<file path="src/rtl/core/ckt_pkg.sv">
package ckt_pkg;

  // table geometry
  localparam int CLIENT_SLOTS = 16;
  localparam int SLOT_W = (CLIENT_SLOTS > 1) ? $clog2(CLIENT_SLOTS) : 1;
  localparam logic [SLOT_W-1:0] LAST_SLOT = SLOT_W'(CLIENT_SLOTS - 1);

  // field widths
  localparam int CMD_W  = 3;
  localparam int KIND_W = 3;
  localparam int MAC_W  = 48;
  localparam int IP_W   = 32;
  localparam int SEQ_W  = 16;
  localparam int LOST_W = 8;
  localparam int ENTRY_W = MAC_W + IP_W + LOST_W;

  // constants
  localparam logic [SEQ_W-1:0]  SEQ_FIRST    = 16'd1;
  localparam logic [SEQ_W-1:0]  SEQ_TOP      = 16'hFFFF;
  localparam logic [LOST_W-1:0] LOST_SAT     = 8'hFF;
  localparam logic [LOST_W-1:0] LOST_RST_VAL = 8'd5;

  // configuration register indexes
  localparam int CFG_IDX_W = 2;
  localparam logic [CFG_IDX_W-1:0] REG_MAX_LOST = 2'd0;
  localparam logic [CFG_IDX_W-1:0] REG_OWN_MAC  = 2'd1;

  typedef enum logic [CMD_W-1:0] {
    CMD_TICK   = 3'd0,
    CMD_ADD    = 3'd1,
    CMD_REMOVE = 3'd2,
    CMD_DEAUTH = 3'd3,
    CMD_ECHO   = 3'd4,
    CMD_CHECK  = 3'd5
  } cmd_t;

  typedef enum logic [KIND_W-1:0] {
    KIND_NONE    = 3'd0,
    KIND_PING    = 3'd1,
    KIND_DISC    = 3'd2,
    KIND_PRESENT = 3'd3,
    KIND_NEW     = 3'd4,
    KIND_FULL    = 3'd5
  } kind_t;

  typedef enum logic [2:0] {
    ST_IDLE,
    ST_LOOK,
    ST_ACT,
    ST_TICK_RD,
    ST_TICK_EV,
    ST_TICK_EMPTY
  } state_t;

  typedef struct packed {
    logic [MAC_W-1:0]  mac;
    logic [IP_W-1:0]   ip;
    logic [LOST_W-1:0] lost;
  } entry_t;

  typedef struct packed {
    kind_t             kind;
    logic [MAC_W-1:0]  mac;
    logic [IP_W-1:0]   ip;
    logic [SEQ_W-1:0]  seq;
    logic              last;
  } res_t;

  typedef struct packed {
    logic [LOST_W-1:0] max_lost;
    logic [MAC_W-1:0]  own_mac;
  } cfg_t;

endpackage

</file>
<file path="src/rtl/core/ckt_ram.sv">
module ckt_ram #(
  parameter int DEPTH = 16,
  parameter int WIDTH = 8,
  parameter int AW = (DEPTH > 1) ? $clog2(DEPTH) : 1
) (
  input  logic             clk,
  input  logic             we,
  input  logic [AW-1:0]    waddr,
  input  logic [WIDTH-1:0] wdata,
  input  logic             re,
  input  logic [AW-1:0]    raddr,
  output logic [WIDTH-1:0] rdata
);

  logic [WIDTH-1:0] mem [DEPTH];

  // write port
  always_ff @(posedge clk) begin
    if (we) begin
      mem[waddr] <= wdata;
    end
  end

  // registered read, data holds while re is low
  always_ff @(posedge clk) begin
    if (re) begin
      rdata <= mem[raddr];
    end
  end

endmodule

</file>
<file path="src/rtl/core/ckt_seq.sv">
module ckt_seq (
  input  logic                        clk,
  input  logic                        rst,
  input  logic                        in_valid,
  output logic                        in_ready,
  input  logic [ckt_pkg::CMD_W-1:0]   cmd,
  input  logic [ckt_pkg::MAC_W-1:0]   client_mac,
  input  logic [ckt_pkg::IP_W-1:0]    client_ip,
  input  logic [ckt_pkg::MAC_W-1:0]   frame_dest_mac,
  input  logic [ckt_pkg::SEQ_W-1:0]   reply_seq,
  input  ckt_pkg::cfg_t               cfg,
  input  logic                        out_free,
  output logic                        res_valid,
  output ckt_pkg::res_t               res
);

  import ckt_pkg::*;

  state_t state, state_next;

  logic [CLIENT_SLOTS-1:0] valid, valid_next;
  logic [SEQ_W-1:0]  next_seq;
  logic [SEQ_W-1:0]  last_ping_seq;

  // captured command
  logic [CMD_W-1:0]  cmd_q;
  logic [MAC_W-1:0]  mac_q;
  logic [IP_W-1:0]   ip_q;

  // lookup pipeline
  logic [SLOT_W-1:0] ridx;
  logic              rdone;
  logic              pend;
  logic [SLOT_W-1:0] cidx;
  logic              found;
  logic [SLOT_W-1:0] hit_idx;
  logic [IP_W-1:0]   hit_ip;
  logic              look_hit;

  // tick walk
  logic [SLOT_W-1:0] idx;
  logic              pinged;
  logic              ping_mark;
  logic              seq_step;
  logic              tick_last;
  logic              above_any;

  logic [SLOT_W-1:0] free_idx;
  logic              full;

  // memory port
  logic              ram_we;
  logic [SLOT_W-1:0] ram_waddr;
  entry_t            ram_wdata;
  logic              ram_re;
  logic [SLOT_W-1:0] ram_raddr;
  entry_t            rd;

  ckt_ram #(
    .DEPTH(CLIENT_SLOTS),
    .WIDTH(ENTRY_W)
  ) u_ram (
    .clk  (clk),
    .we   (ram_we),
    .waddr(ram_waddr),
    .wdata(ram_wdata),
    .re   (ram_re),
    .raddr(ram_raddr),
    .rdata(rd)
  );

  // lowest free slot and table full
  always_comb begin
    free_idx = '0;
    for (int i = CLIENT_SLOTS - 1; i >= 0; i--) begin
      if (!valid[i]) begin
        free_idx = SLOT_W'(i);
      end
    end
  end
  assign full = &valid;

  // any occupied slot past the one being walked
  always_comb begin
    above_any = 1'b0;
    for (int i = 0; i < CLIENT_SLOTS; i++) begin
      if (valid[i] && (i > int'(idx))) begin
        above_any = 1'b1;
      end
    end
  end

  assign look_hit = pend && valid[cidx] && (rd.mac == mac_q);

  // next state, memory access and results
  always_comb begin
    state_next = state;
    valid_next = valid;
    in_ready   = 1'b0;
    ram_re     = 1'b0;
    ram_raddr  = ridx;
    ram_we     = 1'b0;
    ram_waddr  = idx;
    ram_wdata  = '0;
    res_valid  = 1'b0;
    res        = '0;
    seq_step   = 1'b0;
    ping_mark  = 1'b0;
    tick_last  = 1'b0;
    case (state)
      ST_IDLE: begin
        in_ready = 1'b1;
        if (in_valid) begin
          case (cmd)
            CMD_TICK:   state_next = (valid == '0) ? ST_TICK_EMPTY : ST_TICK_RD;
            CMD_ADD:    state_next = ST_LOOK;
            CMD_REMOVE: state_next = ST_LOOK;
            CMD_CHECK:  state_next = ST_LOOK;
            CMD_DEAUTH: state_next = (frame_dest_mac == cfg.own_mac) ? ST_LOOK : ST_ACT;
            CMD_ECHO:   state_next = (reply_seq == last_ping_seq) ? ST_LOOK : ST_ACT;
            default:    state_next = ST_ACT;
          endcase
        end
      end
      ST_LOOK: begin
        ram_re    = !rdone;
        ram_raddr = ridx;
        if (look_hit || (pend && cidx == LAST_SLOT)) begin
          state_next = ST_ACT;
        end
      end
      ST_ACT: begin
        if (out_free) begin
          res_valid  = 1'b1;
          res.kind   = KIND_NONE;
          res.last   = 1'b1;
          state_next = ST_IDLE;
          case (cmd_q)
            CMD_ADD: begin
              if (!found) begin
                res.mac = mac_q;
                res.ip  = ip_q;
                if (full) begin
                  res.kind = KIND_FULL;
                end else begin
                  res.kind   = KIND_NEW;
                  ram_we     = 1'b1;
                  ram_waddr  = free_idx;
                  ram_wdata  = '{mac: mac_q, ip: ip_q, lost: '0};
                  valid_next[free_idx] = 1'b1;
                end
              end
            end
            CMD_REMOVE: begin
              if (found) begin
                valid_next[hit_idx] = 1'b0;
              end
            end
            CMD_DEAUTH: begin
              if (found) begin
                res.kind = KIND_DISC;
                res.mac  = mac_q;
                res.ip   = hit_ip;
                valid_next[hit_idx] = 1'b0;
              end
            end
            CMD_ECHO: begin
              if (found) begin
                ram_we    = 1'b1;
                ram_waddr = hit_idx;
                ram_wdata = '{mac: mac_q, ip: hit_ip, lost: '0};
              end
            end
            CMD_CHECK: begin
              if (found) begin
                res.kind = KIND_PRESENT;
                res.mac  = mac_q;
                res.ip   = hit_ip;
              end
            end
            default: ;
          endcase
        end
      end
      ST_TICK_RD: begin
        if (valid[idx]) begin
          ram_re     = 1'b1;
          ram_raddr  = idx;
          state_next = ST_TICK_EV;
        end
      end
      ST_TICK_EV: begin
        if (out_free) begin
          tick_last = !above_any;
          res_valid = 1'b1;
          res.mac   = rd.mac;
          res.ip    = rd.ip;
          res.last  = tick_last;
          if (rd.lost >= cfg.max_lost) begin
            res.kind = KIND_DISC;
            valid_next[idx] = 1'b0;
          end else begin
            res.kind  = KIND_PING;
            res.seq   = next_seq;
            ping_mark = 1'b1;
            ram_we    = 1'b1;
            ram_waddr = idx;
            ram_wdata = '{mac: rd.mac, ip: rd.ip,
                          lost: (rd.lost == LOST_SAT) ? LOST_SAT : rd.lost + LOST_W'(1)};
          end
          if (tick_last) begin
            seq_step   = 1'b1;
            state_next = ST_IDLE;
          end else begin
            state_next = ST_TICK_RD;
          end
        end
      end
      ST_TICK_EMPTY: begin
        if (out_free) begin
          res_valid  = 1'b1;
          res.kind   = KIND_NONE;
          res.last   = 1'b1;
          seq_step   = 1'b1;
          state_next = ST_IDLE;
        end
      end
      default: state_next = ST_IDLE;
    endcase
  end

  // state, occupancy and sequence registers
  always_ff @(posedge clk) begin
    if (rst) begin
      state         <= ST_IDLE;
      valid         <= '0;
      next_seq      <= SEQ_FIRST;
      last_ping_seq <= '0;
    end else begin
      state <= state_next;
      valid <= valid_next;
      if (seq_step) begin
        if (pinged || ping_mark) begin
          last_ping_seq <= next_seq;
        end
        next_seq <= (next_seq >= SEQ_TOP) ? SEQ_FIRST : next_seq + SEQ_W'(1);
      end
    end
  end

  // capture the command and run the lookup and walk counters
  always_ff @(posedge clk) begin
    if (state == ST_IDLE && in_valid) begin
      cmd_q  <= cmd;
      mac_q  <= client_mac;
      ip_q   <= client_ip;
      found  <= 1'b0;
      idx    <= '0;
      ridx   <= '0;
      rdone  <= 1'b0;
      pend   <= 1'b0;
      pinged <= 1'b0;
    end
    if (state == ST_LOOK) begin
      if (!rdone) begin
        ridx <= ridx + SLOT_W'(1);
        if (ridx == LAST_SLOT) begin
          rdone <= 1'b1;
        end
      end
      pend <= !rdone;
      cidx <= ridx;
      if (look_hit) begin
        found   <= 1'b1;
        hit_idx <= cidx;
        hit_ip  <= rd.ip;
      end
    end
    // advance the walk past a free slot or a finished one
    if ((state == ST_TICK_RD && !valid[idx]) ||
        (state == ST_TICK_EV && out_free && !tick_last)) begin
      idx <= idx + SLOT_W'(1);
    end
    if (ping_mark) begin
      pinged <= 1'b1;
    end
  end

endmodule

</file>
<file path="src/rtl/core/client_keepalive_table_top.sv">
// Keep-alive client table. Holds up to CLIENT_SLOTS clients (MAC, IP, lost
// ping count) in a single-port-read RAM with a registered read; occupancy
// lives in flip-flops, so the table is empty straight out of reset and no
// clearing pass runs. One command is in flight at a time. Add, remove,
// deauth, echo reply and check scan the RAM one slot per cycle; a deauth
// to a foreign address, an echo with a stale sequence, a tick on an empty
// table and unknown commands skip the scan. A tick walks the table: each
// occupied slot is read and then gives its result, free slots are passed
// over, and the walk ends at the last occupied slot. Every result waits
// while the output register is not free. The scan and the walk go one slot
// at a time because of the one RAM read port. Results go through an output
// register, so a new command is taken while the final result of the
// previous one still waits.
module client_keepalive_table_top (
  input  logic                          clk,
  input  logic                          rst,
  input  logic                          in_valid,
  output logic                          in_ready,
  input  logic [ckt_pkg::CMD_W-1:0]     cmd,
  input  logic [ckt_pkg::MAC_W-1:0]     client_mac,
  input  logic [ckt_pkg::IP_W-1:0]      client_ip,
  input  logic [ckt_pkg::MAC_W-1:0]     frame_dest_mac,
  input  logic [ckt_pkg::SEQ_W-1:0]     reply_seq,
  output logic                          out_valid,
  input  logic                          out_ready,
  output logic [ckt_pkg::KIND_W-1:0]    kind,
  output logic [ckt_pkg::MAC_W-1:0]     out_mac,
  output logic [ckt_pkg::IP_W-1:0]      out_ip,
  output logic [ckt_pkg::SEQ_W-1:0]     ping_seq,
  output logic                          last,
  input  logic                          cfg_valid,
  output logic                          cfg_ready,
  input  logic [ckt_pkg::CFG_IDX_W-1:0] cfg_index,
  input  logic [ckt_pkg::MAC_W-1:0]     cfg_data
);

  import ckt_pkg::*;

  cfg_t  cfg;
  logic  out_free;
  logic  res_valid;
  res_t  res;
  res_t  res_q;

  // configuration registers, always ready
  assign cfg_ready = 1'b1;

  always_ff @(posedge clk) begin
    if (rst) begin
      cfg.max_lost <= LOST_RST_VAL;
      cfg.own_mac  <= '0;
    end else if (cfg_valid) begin
      case (cfg_index)
        REG_MAX_LOST: cfg.max_lost <= cfg_data[LOST_W-1:0];
        REG_OWN_MAC:  cfg.own_mac  <= cfg_data;
        default: ;
      endcase
    end
  end

  ckt_seq u_seq (
    .clk           (clk),
    .rst           (rst),
    .in_valid      (in_valid),
    .in_ready      (in_ready),
    .cmd           (cmd),
    .client_mac    (client_mac),
    .client_ip     (client_ip),
    .frame_dest_mac(frame_dest_mac),
    .reply_seq     (reply_seq),
    .cfg           (cfg),
    .out_free      (out_free),
    .res_valid     (res_valid),
    .res           (res)
  );

  // output register: load a result when empty or being drained
  assign out_free = !out_valid || out_ready;

  always_ff @(posedge clk) begin
    if (rst) begin
      out_valid <= 1'b0;
    end else if (res_valid) begin
      out_valid <= 1'b1;
    end else if (out_ready) begin
      out_valid <= 1'b0;
    end
  end

  always_ff @(posedge clk) begin
    if (res_valid) begin
      res_q <= res;
    end
  end

  assign kind     = res_q.kind;
  assign out_mac  = res_q.mac;
  assign out_ip   = res_q.ip;
  assign ping_seq = res_q.seq;
  assign last     = res_q.last;

  // a result never overwrites one that is still waiting
  a_no_overwrite: assert property (@(posedge clk) disable iff (rst)
    res_valid |-> out_free)
    else $error("result produced while output register is occupied");

  // a command is never taken while the sequencer is producing a result
  a_idle_exclusive: assert property (@(posedge clk) disable iff (rst)
    !(in_ready && res_valid))
    else $error("input accepted while a result is being produced");

  // a ping never carries sequence zero
  a_ping_seq: assert property (@(posedge clk) disable iff (rst)
    (out_valid && kind == KIND_PING) |-> (ping_seq != '0))
    else $error("ping request with zero sequence");

  // an empty result always closes its command
  a_none_last: assert property (@(posedge clk) disable iff (rst)
    (out_valid && kind == KIND_NONE) |-> last)
    else $error("empty result not marked last");

endmodule

</file>
<file path="config.mk">
export PLATFORM = sky130hd
export DESIGN_NAME = client_keepalive_table_top
export DESIGN_NICKNAME = d
export VERILOG_FILES = /design/src/rtl/core/ckt_pkg.sv /design/src/rtl/core/ckt_ram.sv /design/src/rtl/core/ckt_seq.sv /design/src/rtl/core/client_keepalive_table_top.sv
export SDC_FILE = /design/constraint.sdc
export NUM_CORES = 2
export LEC_CHECK = 0
export ABC_AREA = 1
export BUFFER_PORTS_ARGS = -buffer_cell sky130_fd_sc_hd__buf_2
export CAP_MARGIN = 20
export CORE_UTILIZATION = 35
export DETAILED_ROUTE_END_ITERATION = 16
export GPL_ROUTABILITY_DRIVEN = 0
export GPL_TIMING_DRIVEN = 0
export HOLD_SLACK_MARGIN = 0.15
export MAX_ROUTING_LAYER = met4
export SLEW_MARGIN = 10
export SYNTH_ARGS = -nofsm -noshare
export SYNTH_HDL_FRONTEND = slang
export SYNTH_SLANG_ARGS = --single-unit
</file>
<file path="constraint.sdc">
create_clock -name clk -period 6.7 [get_ports clk]
set_clock_uncertainty 0.05 [all_clocks]
set_input_delay 1.675 -clock clk [delete_from_list [all_inputs] [get_ports clk]]
set_output_delay 1.675 -clock clk [all_outputs]
set_load 0.005 [all_outputs]
</file>
==> metrics.csv <==
stage;metric;value;unit
run_status;status;finished, final reports clean;
cts;root_buffer;clkbuf_16;
layout;fin_area;90120;um2
run;cap_violations;0;
global_route;grt_pass1_vias;51340;
layout;fillers;19806;
cts;cts.path.max_buffers;3;
cts;cts_inserted_buffers;191;
cts;holdBufCountCts;0;
power_and_ir_drop;internal_power;22.24;mW
detailed_routing;drtIter0Drc;8390;
detailed_routing;via_per_inst;5.737;
worst_setup_path;cp_max_fo;21;
floorplan;initial_core_util;35.29;%
yosys;syn_inst;6018;
power_and_ir_drop;seqPwrFrac;40.5;%
sta;fin_setup_tns;0;ns
detailed_routing;drtAntennaViolNets;0;
sta;whs;0.3974;ns
yosys;synth.distinct_cells;56;
layout;area_growth;18.86;%
detailed_routing;vias;55628;
cts;cts_resized;0;
detailed_routing;wl_per_cell;28.90;um
yosys;ys_seq_area_share;71.32;%
detailed_routing;drt-pass1-iter-count;7;
global_route;grt_antenna_before_repair;15;
sta;hold_violations;0;
layout;final-instance-count-excl-fill;9697;
sta;max_freq;191.3;MHz
placement;port_buffers;303;
yosys;synth_area_per_cell;12.60;um2
sta;setup_violations;0;
sta;fin_crit;5.228;ns
layout;drive_above_1_share;16.07;%
power_and_ir_drop;p_switching;12.33;mW
sta;post-route-period-util;78.04;%
power_and_ir_drop;p_clk_share;31.2;%
worst_setup_path;critPathKind;in -> reg;
yosys;synth_nets;6235;
worst_setup_path;critPathArrivalTime;5.72;ns
global_route;grt_overflow;0;
yosys;synth_seq_cells;1839;
cts;clock_latency;0.86;ns
floorplan;die_h;467.4;um
floorplan;io_pins;305;
power_and_ir_drop;peakVddDrop;0.3235;mV
global_route;grt_pass1_wl;385.0;mm
power_and_ir_drop;power_density;383.6;nW/um2
yosys;synth-edff-count;1724;
yosys;synth-async-reset-ratio;0;%
floorplan;placementRows;170;
floorplan;coreArea;214800;um2
worst_setup_path;critPathRequiredTime;7.19;ns
power_and_ir_drop;power.leakage;29.41;nW
cts;post-cts-setup-buffer-count;0;
cts;clk_transition_reported_paths;0.06;ns
sta;rsz0062_at_grt;no;
yosys;synth_ff_type;edfxtp_1;
floorplan;fp.dieW;467.4;um
cts;htree_levels;4;
layout;final_common_cell;edfxtp_1;
layout;multi_input_area;18350;um2
min_path;hold_class;reg -> reg;
global_route;grt_use_total;25.62;%
power_and_ir_drop;p_comb_share;28.3;%
power_and_ir_drop;finalPower;34.57;mW
placement;placed_area;83400;um2
cts;clock_sinks;1839;
cts;cts_tree;yes;
placement;placedCellCount;9278;
layout;mostFrequentLayoutCells;edfxtp_1, o21ai_0, nor2_1;
sta;max_slew.worst_pin.slew;1.309;ns
global_route;grt_max_degree;42;
yosys;ys_warn_count;0;
power_and_ir_drop;p_sw_share;35.67;%
layout;regArea;54070;um2
placement;hpwl;193.7;mm
detailed_routing;wirelength;280.3;mm
worst_setup_path;crit_path_start_kind;input pin;
floorplan;die_area;218500;um2
sta;slew_headroom;12.73;%
sta;slew_violations;0;
detailed_routing;drcViolationCount;0;
worst_setup_path;cp-end-kind;flop;
layout;fin_nets;6889;
yosys;netlist_area;75820;um2
[metal layers]
layer	vias up	track usage (%)	share of wire [%]
met1	27507	32.43	38
met5	-	-	0
li1	23575	-	-
met3	617	7.016	12
met4	0	10.70	4.5
met2	3929	38.60	45
[sequential cells by signal, indices dropped and copies added (netlist names), 32 cells and up]
signal and flops:
u_seq.hit_ip 32, out_mac 48, cfg 56, out_ip 32, u_seq.ip_q 32, u_seq.u_ram.rdata 88, u_seq.mac_q 48, u_seq.u_ram.mem 1408
[cells by family (layout without fill, tap and decap cells)]
kind of cell               count (synthesis)  in the layout  synth area share (%)
AOI/OAI and AO/OA                       1931           1931                 14.97
DFF                                     1839           1839                 71.32
and+or+nand+nor                         1317           1317                 7.735
buffers and inverters                    844           1660                 4.903
xor gates and xnor gates                  71             71                0.8202
adders and majority gates                 15             15                0.2475
other                                      1             26              0.004946
[through the flow]
stage / worst slack, ns / utilization [%]
floorplan: -0.4778 / -
global placement: -6.801 / 37.65
detailed placement: 0.7983 / 38.82
CTS: 1.693 / 41.75
global route: 1.369 / 41.93
finish: 1.472 / 41.95
[critical path, stage by stage]
cell,delay [ns]
buf_2,0.13
nor2_1,0.12
nor2_4,0.41
inv_1,0.28
a21oi_2,0.25
clkinv_1,0.48
a31oi_1,0.31
nand2_1,0.08
o21ai_0,0.16
nand3_1,0.42
nor2_4,0.79
buf_12,0.30
buf_12,0.23
[Yosys cell counts (3+ instances only)]
| cell type | instances | area, um2 |
|---|---|---|
| a2111oi_0 | 3 | 26.28 |
| a211oi_1 | 5 | 37.54 |
| a21oi_1 | 150 | 750.7 |
| a22oi_1 | 67 | 503.0 |
| a31oi_1 | 11 | 68.82 |
| and3_1 | 3 | 18.77 |
| buf_1 | 11 | 41.29 |
| buf_2 | 127 | 635.6 |
| buf_4 | 26 | 195.2 |
| buf_6 | 38 | 427.9 |
| clkbuf_1 | 174 | 653.1 |
| clkbuf_2 | 4 | 20.02 |
| clkinv_1 | 4 | 15.01 |
| dfxtp_1 | 115 | 2302 |
| edfxtp_1 | 1724 | 51770 |
| ha_1 | 15 | 187.7 |
| inv_1 | 443 | 1663 |
| inv_2 | 16 | 60.06 |
| nand2_1 | 315 | 1182 |
| nand2_2 | 4 | 25.02 |
| nand2_4 | 3 | 33.78 |
| nand3_1 | 316 | 1582 |
| nand4_1 | 33 | 206.5 |
| nor2_1 | 487 | 1828 |
| nor3_1 | 33 | 165.2 |
| nor3b_1 | 7 | 52.55 |
| nor4_1 | 22 | 137.6 |
| o211ai_1 | 260 | 1952 |
| o21ai_0 | 637 | 3188 |
| o21ai_1 | 392 | 1962 |
| o21ai_2 | 3 | 26.28 |
| o21bai_1 | 227 | 1704 |
| o22ai_1 | 166 | 1039 |
| o31ai_1 | 3 | 22.52 |
| or2_2 | 82 | 513.0 |
| xnor2_1 | 54 | 473.0 |
| xor2_1 | 17 | 148.9 |
[area by class of cell]
cell class                 count  area share, %
sequential                  1839          60.00
clock inverter               105          1.337
timing repair buffer         461          4.496
inverter                     464          1.935
antenna                       25        0.06942
clock buffer                 250          5.651
multi-input combinational   3335          20.36
buffer                       380          2.206
tap                         2838          3.940
[power groups by stage]
stage / Sequential, mW / Combinational [mW] / Clock [mW]
2_1_floorplan: 14.1 / 5.14 / 0
3_3_place_gp: 14.4 / 9.06 / 0
3_5_place_dp: 14.2 / 9.43 / 0
4_1_cts: 14.0 / 9.47 / 10.8
5_1_grt: 14.0 / 10.3 / 11.3
6_report: 14.0 / 9.77 / 10.8
[path summary, 6_finish.rpt]
path | endpoint | from | slack (ns) | cells past startpoint
max | u_seq.u_ram.mem[4][58] | out_ready | 1.47 | 13
min | u_seq.hit_ip[10] | u_seq.u_ram.rdata[18] | 0.40 | 0
max reg2reg | u_seq.u_ram.mem[4][58] | u_seq.state[1] | 1.71 | 14
min reg2reg | u_seq.hit_ip[10] | u_seq.u_ram.rdata[18] | 0.40 | 0
(Power assumes the default switching activity.)
